File: config.mk
export PLATFORM = sky130hd
export DESIGN_NAME = mbrs_crc
export DESIGN_NICKNAME = d
export VERILOG_FILES = /design/src/sv/mbrs_pkg.sv /design/src/sv/mbrs_crc.sv
export SDC_FILE = /design/constraint.sdc
export NUM_CORES = 1
export LEC_CHECK = 0
export CAP_MARGIN = 5
export CORE_MARGIN = 4
export CORE_UTILIZATION = 63
export DETAILED_ROUTE_END_ITERATION = 6
export DONT_BUFFER_PORTS = 1
export HOLD_SLACK_MARGIN = 0.02
export PLACE_DENSITY = 0.85
export SLEW_MARGIN = 5
export SYNTH_ARGS = -nofsm -noshare
export SYNTH_HDL_FRONTEND = slang
export SYNTH_SLANG_ARGS = --single-unit
File: constraint.sdc
create_clock -name clk_i -period 2.49 [get_ports clk_i]
set_input_delay 0.3735 -clock clk_i [delete_from_list [all_inputs] [get_ports clk_i]]
set_output_delay 0.3735 -clock clk_i [all_outputs]
set_load 0.02 [all_outputs]
File: src/sv/mbrs_pkg.sv
package mbrs_pkg;

  // Default sizes handed to the top level.
  localparam int unsigned TABLE_ENTRIES_DEF      = 256;
  localparam int unsigned RX_BYTES_DEF           = 256;
  localparam int unsigned MAX_RESPONSE_BYTES_DEF = 64;

  // Input commands.
  localparam logic [2:0] CMD_RX_BYTE      = 3'd0;
  localparam logic [2:0] CMD_FRAME_GAP    = 3'd1;
  localparam logic [2:0] CMD_SET_INPUT    = 3'd2;
  localparam logic [2:0] CMD_SET_DISCRETE = 3'd3;
  localparam logic [2:0] CMD_READ_HOLDING = 3'd4;
  localparam logic [2:0] CMD_READ_COIL    = 3'd5;

  // Modbus function codes.
  localparam logic [7:0] FC_READ_COILS    = 8'd1;
  localparam logic [7:0] FC_READ_DISCRETE = 8'd2;
  localparam logic [7:0] FC_READ_HOLDING  = 8'd3;
  localparam logic [7:0] FC_READ_INPUT    = 8'd4;
  localparam logic [7:0] FC_WRITE_COIL    = 8'd5;
  localparam logic [7:0] FC_WRITE_REG     = 8'd6;
  localparam logic [7:0] FC_WRITE_COILS   = 8'd15;
  localparam logic [7:0] FC_WRITE_REGS    = 8'd16;

  // Configuration register indexes.
  localparam logic [7:0] REG_STATION = 8'd0;
  localparam logic [7:0] REG_CRC_EN  = 8'd1;

  // CRC-16 as used on the line: reflected polynomial, all-ones start.
  localparam logic [15:0] CRC_POLY = 16'hA001;
  localparam logic [15:0] CRC_INIT = 16'hFFFF;

  typedef struct packed {
    logic       init;
    logic       load;
    logic       step;
    logic [7:0] data;
  } crc_ctrl_t;

endpackage

File: src/sv/mbrs_crc.sv
module mbrs_crc
  import mbrs_pkg::*;
(
  input  logic        clk_i,
  input  logic        rst_ni,
  input  crc_ctrl_t   ctrl_i,
  output logic [15:0] crc_o
);

  logic [15:0] crc_q;
  logic [15:0] crc_d;

  // Fold in a byte, then shift one bit per step.
  always_comb begin
    crc_d = crc_q;
    if (ctrl_i.init) begin
      crc_d = CRC_INIT;
    end else if (ctrl_i.load) begin
      crc_d = crc_q ^ {8'h00, ctrl_i.data};
    end else if (ctrl_i.step) begin
      crc_d = crc_q[0] ? ((crc_q >> 1) ^ CRC_POLY) : (crc_q >> 1);
    end
  end

  always_ff @(posedge clk_i or negedge rst_ni) begin
    if (!rst_ni) begin
      crc_q <= CRC_INIT;
    end else begin
      crc_q <= crc_d;
    end
  end

  assign crc_o = crc_q;

endmodule

**Yosys cells after proc, flatten, opt, wreduce, memory -nomap -nowiden**

Index checks and enable logic that the tools add are counted.

- Flip-flop bits (word level): 16
- Input bits: 13
- Output and inout bits: 16
- Logic and storage cells: 8

- Muxes and demuxes: 4
- Bitwise operators: 2
- Reduce and logical (&&, ||, !) cells: 1

Operator list:

| cell | count |
|---|---|
| $mux 16 | 4 |
| $xor 16x8->16 | 1 |
| $not 2->3 | 1 |
| $reduce_bool 3->1 | 1 |

**Depth between registers and ports, before layout**

- Depth in word-level cells: 5
- Depth in mapped cells: 5
- Mapped depth without buffers: 3

**Worst setup path after synthesis**

Ideal clock, no wire load.

- Path kind: flip-flop to flip-flop
- Start: reg crc_q[0], in the netlist crc_o[0]
- End: reg crc_q[13], in the netlist crc_o[13]
- Library setup time: 0.082 ns
- Arrival time: 1.021 ns
- Data required time: 2.408 ns
- Path slack: 1.387 ns
- Cell stages (with the launch flop): 4
- Buffers on the path: 0
- Clock period less this slack: 1.103 ns
- Path through: dfstp_2 -> xnor2_1 -> nor2_1 -> a211o_1

- Longest elaborated chain between the ends: 4

RTL lines:

| what | RTL line | source |
|---|---|---|
| start, declared | mbrs_crc.sv:10 | `logic [15:0] crc_q;` |
| start signal, assigned | mbrs_crc.sv:29 | `crc_q <= crc_d;` |
| $mux 16 | mbrs_crc.sv:21 | `crc_d = crc_q[0] ? ((crc_q >> 1) ^ CRC_POLY) : (crc_q >> 1);` |
| $mux 16 | mbrs_crc.sv:20 | `end else if (ctrl_i.step) begin` |
| $mux 16 | mbrs_crc.sv:18 | `end else if (ctrl_i.load) begin` |
| $mux 16 | mbrs_crc.sv:16 | `if (ctrl_i.init) begin` |

Every way passes these cells. The select of a mux whose other input is x is not followed.
A chain may end at the register's enable or synchronous reset.

**Final worst setup path**

- Start: reg crc_q[4], in the netlist crc_o[4]
- End: out crc_o[4]

RTL lines:

| what | RTL line | source |
|---|---|---|
| end, declared | mbrs_crc.sv:7 | `output logic [15:0] crc_o` |

No word-level cell between the ends.

==> results.py <==
metrics = {
    "power": {
        "p_total_mw": 0.553,
        "power.density_nw_per_um2": 616,
        "peakVddDrop_v": 0.000462,
        "leakagePower_nw": 0.392,
    },
    "route": {
        "vias": 546,
        "drc": 0,
        "drt_iter0_drc": 10,
        "wire_per_inst_um": 15.4,
        "via_per_inst": 5.75,
        "wl_um": 1460,
        "detail-route-antenna-nets": 0,
        "drt-pass1-iter-count": 4,
    },
    "timing": {
        "fin_crit_sh": 0.516,
        "slew_headroom": 0.554,
        "post-route-min-period_ns": 1.28,
        "slew_violations": 0,
        "fmax_mhz": 779,
        "fin_setup_tns_ns": 0,
        "finalSetupViolations": 0,
        "worst_pin_slew_ns": 0.666,
        "rsz0062_at_grt": "false",
        "hold_violations": 0,
        "skew_ns": 0.00731,
    },
    "clock_tree": {
        "cts_tree": "done",
        "cts.sinks": 16,
        "h-tree-depth": 1,
        "insertion_delay_ns": 0.28,
        "numCtsBuffers": 3,
        "clk_pin_slew_ns": 0.09,
        "cts.path.max_buffers": 2,
        "cts-root-buf": "clkbuf_4",
    },
    "global_route": {
        "grt_use_met2": 0.251,
        "met1_usage": 0.215,
        "grt_pass1_vias": 563,
        "grt_max_degree": 18,
        "grt_pass1_wl_um": 2460,
        "grt_antenna_before_repair": 0,
        "use_met3": 0.0474,
        "grt_usage": 0.166,
        "busiest_layer": "met2",
        "grt_remaining_overflow": 0,
    },
    "placement": {
        "placed_area_um2": 866,
        "place_hpwl_um": 1070,
        "io_buffers": 0,
        "place.gp.congestion": 0.653,
    },
    "final_layout": {
        "largest_reg_flops": 16,
        "areaGrowthSynthToFinish_pct": 1.99,
        "fill_cells": 108,
        "num-nets-final": 95,
        "drive_gt1_frac": 0.263,
        "fin_area_um2": 898,
        "multi_input_area_um2": 427,
        "diodes": 0,
        "seq_area_um2": 420,
    },
    "flow_run": {
        "maxCapViolCount": 0,
    },
    "yosys": {
        "synth-seq-cells": 16,
        "syn_area_per_cell_um2": 11.0,
        "synth_area_leaders": "dfstp_2, mux2i_1, xnor2_1",
        "yosys_warnings": 0,
        "synth_top_area_frac": 0.477,
        "synth_nets": 93,
        "synth_seq_area_share": 0.477,
        "synth_area_um2": 881,
        "syn_inst": 80,
        "netlist-cell-type-count": 15,
        "synth_top_cell_by_area": "dfstp_2",
    },
    "setup_path": {
        "cp-end-kind": "primary output",
        "critPathLaunchType": "flop",
        "crit_path_max_fanout": 4,
        "crit_type": "flop to primary output",
        "arrival_ns": 0.91,
        "required_ns": 2.12,
    },
    "floorplanning": {
        "fp.dieW_um": 45.4,
        "die-height_um": 45.4,
        "core_um2": 1300,
        "dieArea_um2": 2060,
        "pin_count": 29,
        "fp-row-count": 13,
        "initial_core_util": 0.677,
    },
    "hold_path": {
        "hold_path_class": "input pin to flop",
    },
    "status": {
        "status": "complete, no violations",
    },
}
-- through the flow --
step / hold WS (ns) / cells / setup WS, ns / utilization
after floorplan: 0.226 / 80 / 1.39 / -
after global placement: 0.226 / 91 / 1.36 / 0.665
after detailed placement: 0.226 / 91 / 1.35 / 0.665
after CTS: 0.187 / 95 / 1.20 / 0.690
after global routing: 0.185 / 95 / 1.17 / 0.690
final: 0.195 / 95 / 1.21 / 0.690
-- worst paths after layout --
check                      slack, ns                   from  cells past startpoint                     to
hold reg to reg                 0.55  crc_o[10]$_DFFE_PN1P_                      2   crc_o[9]$_DFFE_PN1P_
max in group asynchronous       1.52                 rst_ni                      1   crc_o[6]$_DFFE_PN1P_
setup / recovery                1.21   crc_o[4]$_DFFE_PN1P_                      0               crc_o[4]
min in group asynchronous       0.93                 rst_ni                      1  crc_o[13]$_DFFE_PN1P_
hold / removal                  0.19             ctrl_i[10]                      1  crc_o[13]$_DFFE_PN1P_
setup reg to reg                1.34   crc_o[1]$_DFFE_PN1P_                      3   crc_o[0]$_DFFE_PN1P_
-- cells by family (layout without fill, tap and decap cells) --
family,count (synthesis),in the layout,synth area share
AOI/OAI and AO/OA,2,2,0.0156
xor gates and xnor gates,8,8,0.0795
buffers and inverters,4,4,0.0383
DFF,16,16,0.477
muxes,15,15,0.170
and+or+nand+nor,35,35,0.219
-- Yosys cell counts --
library cell	n
a211o_1	1
clkbuf_1	1
o21ai_0	1
nor2b_1	1
or2_1	7
nand2_1	16
buf_6	2
buf_4	1
xnor2_1	8
dfstp_2	16
nor2_1	2
nand3b_1	7
nor2b_2	1
nand2b_4	1
mux2i_1	15
-- power breakdown --
group          switching (mW)  internal [mW]  leakage, nW  total (mW)
logic                  0.0305         0.0457        0.209      0.0762
clock network          0.0721         0.0560       0.0138       0.128
registers              0.0505          0.298        0.169       0.349
-- worst register-to-register path, stage by stage (launching register included) --
cell     delay, ns
dfstp_2       0.63
nand2_1       0.07
o21ai_0       0.19
mux2i_1       0.20
-- timing repair --
action | in CTS | in global routing
hold endpoints to repair | 16 | 0
endpoints found under the setup margin | 0 | 0
resized for setup | 0 | 0
hold buffers | 1 | 0
setup buffers | 0 | 0
-- layer usage --
metal | routed length (um) | vias to the layer above
met5 | 0 | -
met4 | 12 | 0
met3 | 126 | 2
met2 | 678 | 22
met1 | 644 | 259
li1 | - | 263
-- area by class of cell --
cell class              instances  area share
flip-flops and latches         16       0.468
multi-input cells              60       0.475
well taps                      15      0.0209
repair buffers                  1      0.0111
clock buffers                   3      0.0251
-- cells in the final DEF (no fill, tap or decap), types with 2 or more instances in the layout --
cell type / instances
clkbuf_4: 3
nand3b_1: 7
mux2i_1: 15
xnor2_1: 8
dfstp_2: 16
or2_1: 7
nand2_1: 16
nor2_1: 2
No activity file was read; power rests on OpenSTA's default activity.
